===== config.mk =====
export PLATFORM = sky130hd
export DESIGN_NAME = smr_ctrl
export DESIGN_NICKNAME = d
export VERILOG_FILES = /design/src/hdl/smr_pkg.sv /design/src/hdl/smr_ctrl.sv
export SDC_FILE = /design/constraint.sdc
export NUM_CORES = 1
export LEC_CHECK = 0
export BUFFER_PORTS_ARGS = -buffer_cell sky130_fd_sc_hd__buf_2
export CELL_PAD_IN_SITES_DETAIL_PLACEMENT = 0
export CELL_PAD_IN_SITES_GLOBAL_PLACEMENT = 1
export CORE_AREA = 4 4 41 43
export CTS_CLUSTER_SIZE = 30
export DETAILED_ROUTE_END_ITERATION = 10
export DIE_AREA = 0 0 45 47
export PLACE_DENSITY = 0.65
export SETUP_SLACK_MARGIN = 0.4
export SLEW_MARGIN = 20
export SYNTH_ARGS = -nofsm -noshare
export SYNTH_HDL_FRONTEND = slang
export SYNTH_SLANG_ARGS = --single-unit
export TNS_END_PERCENT = 50

===== constraint.sdc =====
create_clock -name clock -period 1.1 [get_ports clock]
set_input_delay 0.22 -clock clock [delete_from_list [all_inputs] [get_ports clock]]
set_output_delay 0.22 -clock clock [all_outputs]
set_load 0.005 [all_outputs]

===== src/hdl/smr_pkg.sv =====
`timescale 1ns / 1ps

package smr_pkg;

   localparam int DEF_SEGMENT_SLOTS     = 64;
   localparam int DEF_WORDS_PER_SEGMENT = 256;

   // request fields
   localparam int MODE_W    = 3;
   localparam int SID_W     = 6;
   localparam int OFF_W     = 8;
   localparam int WORD_W    = 32;
   localparam int MLEN_W    = 9;
   localparam int MODE_LSB  = 0;
   localparam int SID_LSB   = MODE_LSB + MODE_W;
   localparam int OFF_LSB   = SID_LSB + SID_W;
   localparam int VAL_LSB   = OFF_LSB + OFF_W;
   localparam int MLEN_LSB  = VAL_LSB + WORD_W;
   localparam int REQ_USED  = MLEN_LSB + MLEN_W;
   localparam int REQ_TDATA_W = ((REQ_USED + 7) / 8) * 8;

   // response fields
   localparam int STATUS_W   = 3;
   localparam int GID_W      = 6;
   localparam int STATUS_LSB = 0;
   localparam int DATA_LSB   = STATUS_LSB + STATUS_W;
   localparam int GID_LSB    = DATA_LSB + WORD_W;
   localparam int RSP_USED   = GID_LSB + GID_W;
   localparam int RSP_TDATA_W = ((RSP_USED + 7) / 8) * 8;

   localparam int CSR_W = 9;

   localparam logic [MODE_W-1:0] MODE_MAP    = 3'd0;
   localparam logic [MODE_W-1:0] MODE_UNMAP  = 3'd1;
   localparam logic [MODE_W-1:0] MODE_LOAD   = 3'd2;
   localparam logic [MODE_W-1:0] MODE_STORE  = 3'd3;
   localparam logic [MODE_W-1:0] MODE_APPEND = 3'd4;
   localparam logic [MODE_W-1:0] MODE_LENGTH = 3'd5;

   localparam logic [STATUS_W-1:0] STATUS_OK       = 3'd0;
   localparam logic [STATUS_W-1:0] STATUS_UNMAPPED = 3'd1;
   localparam logic [STATUS_W-1:0] STATUS_BAD_OFF  = 3'd2;
   localparam logic [STATUS_W-1:0] STATUS_NO_ID    = 3'd3;
   localparam logic [STATUS_W-1:0] STATUS_CAPACITY = 3'd4;

   typedef struct packed {
      logic capture;
      logic eval;
      logic load_capture;
      logic fill_step;
      logic cfg_start;
      logic publish;
   } smr_cmd_type;

   typedef struct packed {
      logic load_go;
      logic fill_go;
      logic fill_busy;
      logic out_free;
   } smr_stat_type;

endpackage


===== src/hdl/smr_ctrl.sv =====
`timescale 1ns / 1ps

module smr_ctrl
   import smr_pkg::*;
(
   input  logic         clock,
   input  logic         reset,
   input  logic         req_tvalid,
   output logic         req_tready,
   input  logic         csr_we,
   input  smr_stat_type stat,
   output smr_cmd_type  cmd
);

   localparam logic [2:0] ST_IDLE = 3'd0;
   localparam logic [2:0] ST_EVAL = 3'd1;
   localparam logic [2:0] ST_FILL = 3'd2;
   localparam logic [2:0] ST_LOAD = 3'd3;
   localparam logic [2:0] ST_RESP = 3'd4;

   logic [2:0] state_ff, state_in;
   logic       fill_item_ff, fill_item_in;

   assign req_tready = (state_ff == ST_IDLE) && !csr_we;

   always_comb begin
      state_in     = state_ff;
      fill_item_in = fill_item_ff;
      cmd          = '0;
      case (state_ff)
         ST_IDLE: begin
            if (csr_we) begin
               cmd.cfg_start = 1'b1;
               fill_item_in  = 1'b0;
               state_in      = ST_FILL;
            end else if (req_tvalid) begin
               cmd.capture = 1'b1;
               state_in    = ST_EVAL;
            end
         end
         ST_EVAL: begin
            cmd.eval = 1'b1;
            if (stat.load_go) begin
               state_in = ST_LOAD;
            end else if (stat.fill_go) begin
               fill_item_in = 1'b1;
               state_in     = ST_FILL;
            end else begin
               state_in = ST_RESP;
            end
         end
         ST_LOAD: begin
            cmd.load_capture = 1'b1;
            state_in         = ST_RESP;
         end
         ST_FILL: begin
            cmd.fill_step = 1'b1;
            if (!stat.fill_busy) begin
               state_in = fill_item_ff ? ST_RESP : ST_IDLE;
            end
         end
         ST_RESP: begin
            if (stat.out_free) begin
               cmd.publish = 1'b1;
               state_in    = ST_IDLE;
            end
         end
         default: begin
            state_in = ST_IDLE;
         end
      endcase
   end

   always_ff @(posedge clock) begin
      if (reset) begin
         state_ff     <= ST_IDLE;
         fill_item_ff <= 1'b0;
      end else begin
         state_ff     <= state_in;
         fill_item_ff <= fill_item_in;
      end
   end

endmodule


==> results of run 1 <==
[cell usage after synthesis]
master / n / area (um2)
sky130_fd_sc_hd__o32ai_2: 1 / 16.27
sky130_fd_sc_hd__o211ai_1: 1 / 7.510
sky130_fd_sc_hd__o31a_1: 1 / 8.760
sky130_fd_sc_hd__dfxtp_1: 4 / 80.08
sky130_fd_sc_hd__nor2_1: 4 / 15.01
sky130_fd_sc_hd__nor3b_1: 4 / 30.03
sky130_fd_sc_hd__or3b_1: 1 / 8.760
sky130_fd_sc_hd__and3b_2: 1 / 10.01
sky130_fd_sc_hd__and3b_1: 1 / 8.760
sky130_fd_sc_hd__buf_6: 1 / 11.26
sky130_fd_sc_hd__buf_4: 2 / 15.01
sky130_fd_sc_hd__nor3_1: 3 / 15.01
sky130_fd_sc_hd__and2_1: 1 / 6.260
sky130_fd_sc_hd__buf_2: 1 / 5.000
sky130_fd_sc_hd__a21oi_1: 2 / 10.01
sky130_fd_sc_hd__inv_1: 1 / 3.750
sky130_fd_sc_hd__nand3b_1: 1 / 7.510
sky130_fd_sc_hd__nor4b_1: 1 / 8.760
sky130_fd_sc_hd__nor4_1: 2 / 12.51
[routing by layer]
metal | global-route usage, % | wire length, um | share of wire, %
met5 | 0 | 0 | 0
met4 | 0 | 0 | 0
met3 | 6.897 | 70 | 9.5
met2 | 12.15 | 310 | 42
met1 | 10.00 | 357 | 48
[worst max-delay path, stage by stage (launching register included)]
cell                      delay (ns)
sky130_fd_sc_hd__dfxtp_2        0.34
sky130_fd_sc_hd__or3b_4         0.40
sky130_fd_sc_hd__nor2_4         0.07
sky130_fd_sc_hd__buf_2          0.11
[logic make-up after synthesis]
kind of cell | count (synthesis)
flops | 4
compound gates | 5
simple gates | 19
buf+inv | 5
[sequential cells by signal, summed over array words and instances (netlist names)]
signal        cells
state_ff          3
fill_item_ff      1
[through the flow]
step | instance area, um2 | hold slack [ns] | setup TNS (ns) | setup slack, ns | cells
after global placement | 387.9 | 0.4522 | -0.1042 | -0.04525 | 64
final | 473.0 | 0.2114 | -1.338 | -0.2751 | 69
after floorplan | 289.0 | 0.2896 | -0.01926 | -0.01892 | 33
after global routing | 473.0 | 0.2119 | -1.990 | -0.3273 | 69
after detailed placement | 387.9 | 0.4530 | -0.09265 | -0.03661 | 64
after CTS | 446.7 | 0.2034 | -1.411 | -0.2793 | 69
[timing repair]
item / CTS / global route
setup endpoints to repair: 11 / 11
hold endpoints to repair: 0 / 0
cloned: 0 / 0
setup buffers: 2 / 0
pin swaps: 2 / 1
resized for setup: 5 / 5
hold buffers: 0 / 0
[final cells by class]
type	count	area (um2)	share of cell area (%)
clock buffers	3	22.52	4.762
multi-input cells	24	210.2	44.44
inverters	1	3.754	0.7937
well taps	15	18.77	3.968
flip-flops and latches	4	83.83	17.72
repair buffers	22	133.9	28.31
[worst paths after layout]
path,from,slack (ns),to
min reg2reg,fill_item_ff,0.52,fill_item_ff
max reg2reg,state_ff[2],-0.07,state_ff[2]
min,stat[0],0.21,state_ff[2]
max,state_ff[2],-0.28,cmd[0]
[power breakdown]
group | switching [uW] | total, uW | internal [uW] | leakage (uW)
Combinational | 56.0 | 125 | 69.2 | 0.000172
Clock | 51.7 | 173 | 121 | 0.0000138
Sequential | 9.11 | 163 | 154 | 0.0000338
==> out/qor_table.md, run 1 <==
| Result | Value | Unit |
| --- | --- | --- |
| Final slew viol count | 0 | - |
| Compound-gate portion of the synthesized area | 15.18 | % |
| Clock network latency to the later pin of the worst-skew pair | 0.23 | ns |
| Register bit count reported by yosys | 4 | - |
| Count of antenna-violating nets left after detailed routing | 0 | - |
| Final Worst Setup Slack | -0.2751 | ns |
| Top-Level Pins | 15 | - |
| Number of diodes | 0 | - |
| Number of buffers added on ports | 14 | - |
| Die ar. | 0.002115 | mm2 |
| Wirelength, routed | 738 | um |
| Buffer type at the clock tree root | sky130_fd_sc_hd__clkbuf_4 | - |
| Setup repair after global routing missed its margin | true | - |
| Die height | 47 | um |
| Min cycle time layout | 1.375 | ns |
| Clk pin slew, worst setup/hold paths | 0.04 | ns |
| Required time at the worst-slack endpoint | 0.88 | ns |
| Net count after synthesis | 41 | - |
| Final GP Congestion | 0.7181 | - |
| Element type at the critical path end | output pin | - |
| Global-route wire length before repair | 1207 | um |
| Leakage power total | 0.0002193 | uW |
| Clock buffer depth | 2 | - |
| TritonCTS clock tree | done | - |
| Summed instance area of the synthesized netlist | 280.3 | um2 |
| Cell depth of the worst flop-to-flop path | 3 | - |
| Post-synthesis share of cell area spent on and, or, nand and nor gates | 43.75 | % |
| Pin slew with the least headroom to its limit | 0.2124 | ns |
| Share of cell area taken by muxes after synthesis | 0 | % |
| Number of CTS-inserted buffers | 3 | - |
| Residual DRC count | 0 | - |
| Yosys warning total | 0 | - |
| Critical Path AT | 1.16 | ns |
| Core outline area | 0.001301 | mm2 |
| Class of the most critical hold timing path | in2reg | - |
| Cell count after synthesis | 33 | - |
| Sum of overflow across all layers after global routing | 0 | - |
| Total routing resource utilization after global routing | 8.294 | % |
| Commonest cells after routing, fill and taps aside | 14 x sky130_fd_sc_hd__buf_2, 7 x sky130_fd_sc_hd__buf_4 | - |
| Number of vias after detailed routing | 320 | - |
| Final cell utilization of the core | 36.35 | % |
| Violated checks | setup timing | - |
| Number of H-tree levels | 1 | - |
| Post-synthesis share of cell area spent on xor and xnor gates | 0 | % |
| Count of filler cells inserted in the layout | 151 | - |
| Count of distinct cell types in the synthesized netlist | 19 | - |
| Number of DRC markers in iteration 0 | 2 | - |
| Relative max-transition margin | 85.76 | % |
| Maximum number of pins on one net before global-route repair | 7 | - |
| IR drop worst, VDD | 0.6986 | mV |
| P&R area growth vs syn | 68.75 | % |
| Die width | 45 | um |
| Detailed Routing Iterations Pass 1 | 2 | - |
| Initial Util | 21.54 | % |
| Avg Synthesized Cell Area | 8.493 | um2 |
| Share of post-route cells with drive strength above 1 | 68.52 | % |
| Class of the most critical setup path | reg2out | - |
| Finish-stage setup viols | 10 | - |
| Rows | 13 | - |
| Layout net count | 64 | - |
| Antenna violations before repair | 0 | - |
| Fmax | 0.7272 | GHz |
| Max capacitance violation total | 0 | - |
| Main combinational cell family by area after synthesis | simple AND/OR/NAND/NOR gates | - |
| Adder and majority gate portion of the synthesized area | 0 | % |
| Clock Sink Count | 4 | - |
| CP Launch Type | flip-flop | - |
| Via count of the first global-routing pass | 300 | - |
| Post-route clock period utilization | 125.0 | % |
| Worst Path Max Fanout | 3 | - |
| Average wire per cell in the routed design | 10.70 | um |
| Status | complete, but fails checks | - |
| Ratio of routed vias to standard cells | 4.638 | - |
| Total design power | 461.8 | uW |
| Power per Cell Area | 976.3 | mW/mm2 |
| Hold Fails Final Rpt | 0 | - |
| Clk_skew | 0.003306 | ns |
| Sequential share of the synthesized area | 28.57 | % |
| Most common cell after layout, fill and taps aside | sky130_fd_sc_hd__buf_2 | - |
| Detailed placement HPWL | 552.5 | um |
| Number of cells on the worst hold path | 2 | - |
No activity file was read; power rests on OpenSTA's default activity.
==> run 2: changes to the inputs <==
--- a/config.mk
+++ b/config.mk
@@ -12,10 +12,10 @@
 export CTS_CLUSTER_SIZE = 30
 export DETAILED_ROUTE_END_ITERATION = 10
 export DIE_AREA = 0 0 45 47
-export PLACE_DENSITY = 0.65
+export PLACE_DENSITY = 0.62
 export SETUP_SLACK_MARGIN = 0.4
 export SLEW_MARGIN = 20
 export SYNTH_ARGS = -nofsm -noshare
 export SYNTH_HDL_FRONTEND = slang
 export SYNTH_SLANG_ARGS = --single-unit
-export TNS_END_PERCENT = 50
+export TNS_END_PERCENT = 10
==> constraint.sdc (replaced) <==
create_clock -name clock -period 1.5 [get_ports clock]
set_input_delay 0.3 -clock clock [delete_from_list [all_inputs] [get_ports clock]]
set_output_delay 0.3 -clock clock [all_outputs]
set_load 0.005 [all_outputs]
==> run 2 against run 1 <==
  * The flow now finishes without violations
  * Cell count down 1.4%
  * Die area unchanged
  * Non-clock buffer count fell by 1
  * Sequential cell count unchanged
  * Global-route usage rose by 0.47 points
  * Clock power decreased by 21%
  * Sequential power shrank 27%
  * Power down 24%
  * Design area shrank 4.8%
  * Worst hold slack better by 0.065 ns
  * Critical endpoint unchanged
==> out/qor_table.md, run 2 (synthesis gave the netlist of run 1 again) <==
| Result | Value | Unit | Change |
| --- | --- | --- | --- |
| Cell Count Post-Placement | 61 | - | -4.7% |
| Part of the power in combinational logic | 27.0 | % | about the same |
| Design internal power | 257.2 | uW | -25% |
| Clk_skew | 0.0008792 | ns | -0.002426 ns |
| Max capacitance violation total | 0 | - | unchanged |
| Initial Util | 21.54 | % | unchanged |
| End of the worst register-to-register path | state_ff[2] | - |  |
| Worst Path Max Fanout | 5 | - | +2 |
| Detailed Routing Iterations Pass 1 | 4 | - | +2 |
| Clk pin slew, worst setup/hold paths | 0.04 | ns | about the same |
| P&R area growth vs syn | 60.71 | % |  |
| Number of H-tree levels | 1 | - | unchanged |
| Element type at the critical path end | output pin | - |  |
| Number of cells on the worst hold path | 2 | - | unchanged |
| Sum of overflow across all layers after global routing | 0 | - | unchanged |
| Min cycle time layout | 1.482 | ns |  |
| Detailed placement HPWL | 547.8 | um | -0.85% |
| Total routing resource utilization after global routing | 8.768 | % | +0.47 points |
| Antenna violations before repair | 0 | - | unchanged |
| Final Worst Setup Slack | 0.01777 | ns | +0.2928 ns |
| Number of buffers added on ports | 14 | - | unchanged |
| Buffer type at the clock tree root | sky130_fd_sc_hd__clkbuf_4 | - |  |
| Post-route clock period utilization | 98.82 | % |  |
| Finish-stage setup viols | 0 | - | -10 |
| Terminating pin of the worst hold path | state_ff[2] | - |  |
| Total design power | 349.6 | uW | -24% |
| Clock network latency to the later pin of the worst-skew pair | 0.24 | ns | about the same |
| Wirelength, routed | 785 | um | +6.4% |
| IR drop worst, VDD | 0.3418 | mV | -51% |
| Ratio of routed vias to standard cells | 4.779 | - | +3.1% |
| Count of antenna-violating nets left after detailed routing | 0 | - | unchanged |
| Relative max-transition margin | 81.40 | % | -4.4 points |
| Clock Sink Count | 4 | - | unchanged |
| Via count of the first global-routing pass | 295 | - | -1.7% |
| Commonest cells after routing, fill and taps aside | 13 x sky130_fd_sc_hd__buf_2, 6 x sky130_fd_sc_hd__buf_4, 4 x sky130_fd_sc_hd__nor3b_1, 3 x sky130_fd_sc_hd__nor2_1, 3 x sky130_fd_sc_hd__clkbuf_4 | - |  |
| Layout net count | 63 | - | -1.6% |
| Number of DRC markers in iteration 0 | 3 | - | +1 |
| Launching instance or port of the critical path | state_ff[1] | - |  |
| Critical Path AT | 1.18 | ns | +0.02 ns |
| Post-place setup slack | 0.2216 | ns | +0.2582 ns |
| Power per Cell Area | 776.1 | mW/mm2 | -21% |
| Number of CTS-inserted buffers | 3 | - | unchanged |
| Minimum setup slack among reg-to-reg paths | 0.26 | ns | +0.33 ns |
| Share of post-route cells with drive strength above 1 | 62.26 | % | -6.3 points |
| Clock power frac | 39.0 | % | +1.5 points |
| Register ranked first by flip-flop count | state_ff | - |  |
| Number of diodes | 0 | - | unchanged |
| Residual DRC count | 0 | - | unchanged |
| Core outline area | 0.001301 | mm2 | unchanged |
| HP Start | stat[0] | - |  |
| Maximum number of pins on one net before global-route repair | 8 | - | +1 |
| Hold Fails Final Rpt | 0 | - | unchanged |
| Rows | 13 | - | unchanged |
| CP Launch Type | flip-flop | - |  |
| Post-Layout Cell Count | 68 | - | -1.4% |
| Sequential Power Share | 34.0 | % | -1.4 points |
| Final GP Congestion | 0.7153 | - | -0.39% |
| Number of vias after detailed routing | 325 | - | +1.6% |
| Die width | 45 | um | unchanged |
| Required time at the worst-slack endpoint | 1.20 | ns | +0.32 ns |
| Net Sw Power | 92.41 | uW | -21% |
| Setup repair after global routing missed its margin | true | - |  |
| Final cell utilization of the core | 34.62 | % | -1.7 points |
| Most common cell after layout, fill and taps aside | sky130_fd_sc_hd__buf_2 | - |  |
| Class of the most critical hold timing path | in2reg | - |  |
| Global-route wire length before repair | 1242 | um | +2.9% |
| Pin slew with the least headroom to its limit | 0.2784 | ns | +0.06602 ns |
| Worst R2R Start | state_ff[1] | - |  |
| Class of the most critical setup path | reg2out | - |  |
| Fmax | 0.6747 | GHz |  |
| Top-Level Pins | 15 | - | unchanged |
| Leakage power total | 0.0002100 | uW | -4.2% |
| Die height | 47 | um | unchanged |
| Final slew viol count | 0 | - | unchanged |
| CTS Hold Bufs | 0 | - | unchanged |
| Average wire per cell in the routed design | 11.54 | um | +7.9% |
| Status | completed | - |  |
| Registers with the most flip-flops | state_ff: 3 flops, fill_item_ff: 1 flops | - |  |
| Die ar. | 0.002115 | mm2 | unchanged |
| Clock buffer depth | 2 | - | unchanged |
| Post-route worst hold slack | 0.2762 | ns | +0.06472 ns |
| Largest register FFs | 3 | - | unchanged |
| TritonCTS clock tree | done | - |  |
| Switching share of total power | 26.43 | % | +1.1 points |
| Cell depth of the worst flop-to-flop path | 3 | - | unchanged |
## run 2: through the flow
stage	TNS (ns)	cell area, um2
global placement	0	360.3
finish	0	450.4
global route	-0.04649	450.4
floorplan	0	280.3
detailed placement	0	360.3
CTS	0	414.1
## run 2: what timing repair did
item / in CTS / in global routing
gates cloned: 0 / 0
buffers inserted: 2 / 2
hold endpoints to repair: 0 / 0
setup endpoints to repair: 8 / 10
pin swaps: 1 / 5
gates resized for setup: 7 / 5
## run 2: how the worst max path moves through the flow
stage               slack [ns]  endpoint  cells past startpoint
floorplan                 0.30    cmd[0]                      3
global placement          0.22    cmd[0]                      3
detailed placement        0.22    cmd[0]                      3
CTS                      0.008    cmd[0]                      3
global route             -0.04    cmd[0]                      3
finish                    0.02    cmd[0]                      3
## run 2: power by group through the flow
stage / Sequential [uW] / Combinational [uW] / Clock, uW
finish: 119 / 94.4 / 136
global route: 120 / 103 / 157
detailed placement: 121 / 69.9 / 0
global placement: 122 / 71.3 / 0
floorplan: 116 / 45.2 / 0
CTS: 119 / 77.9 / 146
## run 2: area by class of cell
cell class | count | area [um2]
well taps | 15 | 18.77
flip-flops and latches | 4 | 88.84
multi-input cells | 24 | 183.9
inverters | 1 | 3.754
clock buffers | 3 | 22.52
repair buffers | 21 | 132.6
fillers | 154 | 850.8
## run 2: critical path, stage by stage (launching register included)
cell and delay [ns]:
sky130_fd_sc_hd__dfxtp_4 0.35, sky130_fd_sc_hd__or3b_4 0.41, sky130_fd_sc_hd__nor2_2 0.08, sky130_fd_sc_hd__buf_2 0.11
## run 2: per-layer routing
metal	wire length (um)	vias up	global-route usage [%]
met5	0	-	0
met4	19	0	10.53
met3	71	2	3.065
met2	331	14	10.45
met1	363	148	10.91
li1	-	161	-
==> run 3: changes to the inputs <==
--- a/config.mk
+++ b/config.mk
@@ -12,6 +12,7 @@
 export CTS_CLUSTER_SIZE = 30
 export DETAILED_ROUTE_END_ITERATION = 10
 export DIE_AREA = 0 0 45 47
+export GPL_TIMING_DRIVEN = 0
 export PLACE_DENSITY = 0.62
 export SETUP_SLACK_MARGIN = 0.4
 export SLEW_MARGIN = 20
==> run 3 against run 2 <==
  * Via count decreased by 3.1%
  * Power is 2.4% lower
  * Worst hold slack worse by 0.0017 ns
  * Largest power group unchanged
==> out/qor_table.md, run 3 (synthesis gave the netlist of run 1 again) <==
| Result | Value | Unit | Change |
| --- | --- | --- | --- |
| Clk_skew | 0.001757 | ns | +0.0008777 ns |
| Number of CTS-inserted buffers | 3 | - | unchanged |
| Top-Level Pins | 15 | - | unchanged |
| Die width | 45 | um | unchanged |
| Number of vias after detailed routing | 315 | - | -3.1% |
| Worst R2R Start | state_ff[2] | - |  |
| Die ar. | 0.002115 | mm2 | unchanged |
| Worst Path Max Fanout | 4 | - | -1 |
| Number of cells on the worst hold path | 2 | - | unchanged |
| Final GP Congestion | 0.7237 | - | +1.2% |
| Clk pin slew, worst setup/hold paths | 0.04 | ns | about the same |
| Sum of overflow across all layers after global routing | 0 | - | unchanged |
| P&R area growth vs syn | 65.18 | % |  |
| Final slew viol count | 0 | - | unchanged |
| Pin slew with the least headroom to its limit | 0.2692 | ns | -0.009202 ns |
| Power per Cell Area | 736.9 | mW/mm2 | -5.1% |
| Layout net count | 63 | - | unchanged |
| Class of the most critical hold timing path | in2reg | - |  |
| IR drop worst, VDD | 0.2971 | mV | -13% |
| Clock network latency to the later pin of the worst-skew pair | 0.23 | ns | about the same |
| Required time at the worst-slack endpoint | 1.20 | ns | about the same |
| Element type at the critical path end | output pin | - |  |
| Die height | 47 | um | unchanged |
| Final Worst Setup Slack | 0.004236 | ns | -0.01354 ns |
| Wirelength, routed | 736 | um | -6.2% |
| Maximum number of pins on one net before global-route repair | 11 | - | +3 |
| Class of the most critical setup path | reg2out | - |  |
| Clock Sink Count | 4 | - | unchanged |
| Ratio of routed vias to standard cells | 4.632 | - | -3.1% |
| Antenna violations before repair | 0 | - | unchanged |
| Hold Fails Final Rpt | 0 | - | unchanged |
| Minimum setup slack among reg-to-reg paths | 0.24 | ns | -0.02 ns |
| Commonest cells after routing, fill and taps aside | 14 x sky130_fd_sc_hd__buf_2, 4 x sky130_fd_sc_hd__buf_4 | - |  |
| Post-Layout Cell Count | 68 | - | unchanged |
| Cell Count Post-Placement | 62 | - | +1.6% |
| Detailed Routing Iterations Pass 1 | 2 | - | -2 |
| Total design power | 341.1 | uW | -2.4% |
| Slowest cell on crit path | sky130_fd_sc_hd__or3b_4 | - |  |
| Post-route clock period utilization | 99.72 | % | +0.90 points |
| Buffer type at the clock tree root | sky130_fd_sc_hd__clkbuf_4 | - |  |
| Number of diodes | 0 | - | unchanged |
| Most common cell after layout, fill and taps aside | sky130_fd_sc_hd__buf_2 | - |  |
| End of the worst register-to-register path | state_ff[2] | - |  |
| Critical Path, Cell by Cell | buf_6, or3b_4, nor2_2, buf_2 | - |  |
| Residual DRC count | 0 | - | unchanged |
| Terminating pin of the worst hold path | state_ff[2] | - |  |
| Leakage power total | 0.0002143 | uW | +2.0% |
| Registers with the most flip-flops | state_ff: 3 flops, fill_item_ff: 1 flops | - |  |
| Cell depth of the worst flop-to-flop path | 4 | - | +1 |
| Finish-stage setup viols | 0 | - | unchanged |
| Count of antenna-violating nets left after detailed routing | 0 | - | unchanged |
| Peak per-stage delay on the critical path | 0.38 | ns | -0.03 ns |
| HP Start | stat[0] | - |  |
| Min cycle time layout | 1.496 | ns | +0.01354 ns |
| CP Launch Type | flip-flop | - |  |
| Clock buffer depth | 2 | - | unchanged |
| Via count of the first global-routing pass | 299 | - | +1.4% |
| Relative max-transition margin | 82.01 | % | +0.61 points |
| Rows | 13 | - | unchanged |
| CTS Hold Bufs | 0 | - | unchanged |
| Critical Path AT | 1.20 | ns | +0.02 ns |
| Core outline area | 0.001301 | mm2 | unchanged |
| Number of DRC markers in iteration 0 | 4 | - | +1 |
| TritonCTS clock tree | done | - |  |
| Initial Util | 21.54 | % | unchanged |
| Total routing resource utilization after global routing | 8.287 | % | -0.48 points |
| Fmax | 0.6686 | GHz | -0.91% |
| Post-place setup slack | 0.1700 | ns | -0.05161 ns |
| Detailed placement HPWL | 543.7 | um | -0.75% |
| Number of H-tree levels | 1 | - | unchanged |
| Global-route wire length before repair | 1262 | um | +1.6% |
| Number of buffers added on ports | 14 | - | unchanged |
| Worst path top cell family by delay | simple AND/OR/NAND/NOR gates | - |  |
| Register ranked first by flip-flop count | state_ff | - |  |
| Largest register FFs | 3 | - | unchanged |
| Post-route setup TNS | 0 | ns | unchanged |
| Setup repair after global routing missed its margin | true | - |  |
| Max capacitance violation total | 0 | - | unchanged |
| Status | completed | - |  |
| Average wire per cell in the routed design | 10.82 | um | -6.2% |
| Number of buffer and inverter instances along the worst setup path | 2 | - | +1 |
| Share of post-route cells with drive strength above 1 | 64.15 | % | +1.9 points |
==> run 3: cell types whose count changed in the layout (fill, tap and decap cells not counted), moves of 2 or more <==
cell and delta:
sky130_fd_sc_hd__buf_4 -2, sky130_fd_sc_hd__dfxtp_4 -2, sky130_fd_sc_hd__nor3b_1 -2, sky130_fd_sc_hd__nor3b_2 +2
==> run 3: layer usage <==
layer	global-route usage [%]	vias to the layer above	part of all wire, %
met5	0	-	0
met3	2.299	0	7.7
met2	11.30	15	42
li1	-	162	-
met1	11.34	138	50
met4	5.263	0	0
==> run 3: how the worst max path moves through the flow <==
| stage | start | end | slack (ns) | cells past startpoint |
|---|---|---|---|---|
| after global placement | state_ff[2] | cmd[0] | 0.18 | 4 |
| final | state_ff[2] | cmd[0] | 0.004 | 4 |
| after detailed placement | state_ff[2] | cmd[0] | 0.17 | 4 |
| after global routing | state_ff[2] | cmd[0] | -0.07 | 4 |
| after floorplan | state_ff[2] | cmd[0] | 0.30 | 3 |
| after CTS | state_ff[2] | cmd[0] | -0.03 | 4 |
==> run 3: cell type report <==
type | count | area (um2)
Fill cell | 144 | 838.3
Clock buffer | 3 | 22.52
Multi-Input combinational cell | 24 | 201.4
Buffer | 4 | 41.29
Timing Repair Buffer | 17 | 92.59
Tap cell | 15 | 18.77
Inverter | 1 | 3.754
Sequential cell | 4 | 82.58
==> run 3: report_power, final <==
group          switching [uW]  total [uW]  internal [uW]
clock                    42.1         132           89.4
combinational            42.5        93.0           50.5
sequential               4.12         117            112
total                    88.8         341            252
==> run 3: repair_timing <==
action                                  in CTS  in global routing
buffers inserted                             3                  0
resized for setup                           11                  1
pin swaps                                    4                  4
endpoints found under the setup margin       8                  9
==> run 3: per-stage QoR <==
| step | util, % | instance area, um2 | hold slack, ns |
|---|---|---|---|
| 2_1_floorplan | - | 280.3 | 0.3763 |
| 3_3_place_gp | 28.37 | 369.1 | 0.5271 |
| 3_5_place_dp | 28.37 | 369.1 | 0.5155 |
| 4_1_cts | 35.38 | 460.4 | 0.2832 |
| 5_1_grt | 35.58 | 462.9 | 0.2678 |
| 6_report | 35.58 | 462.9 | 0.2745 |
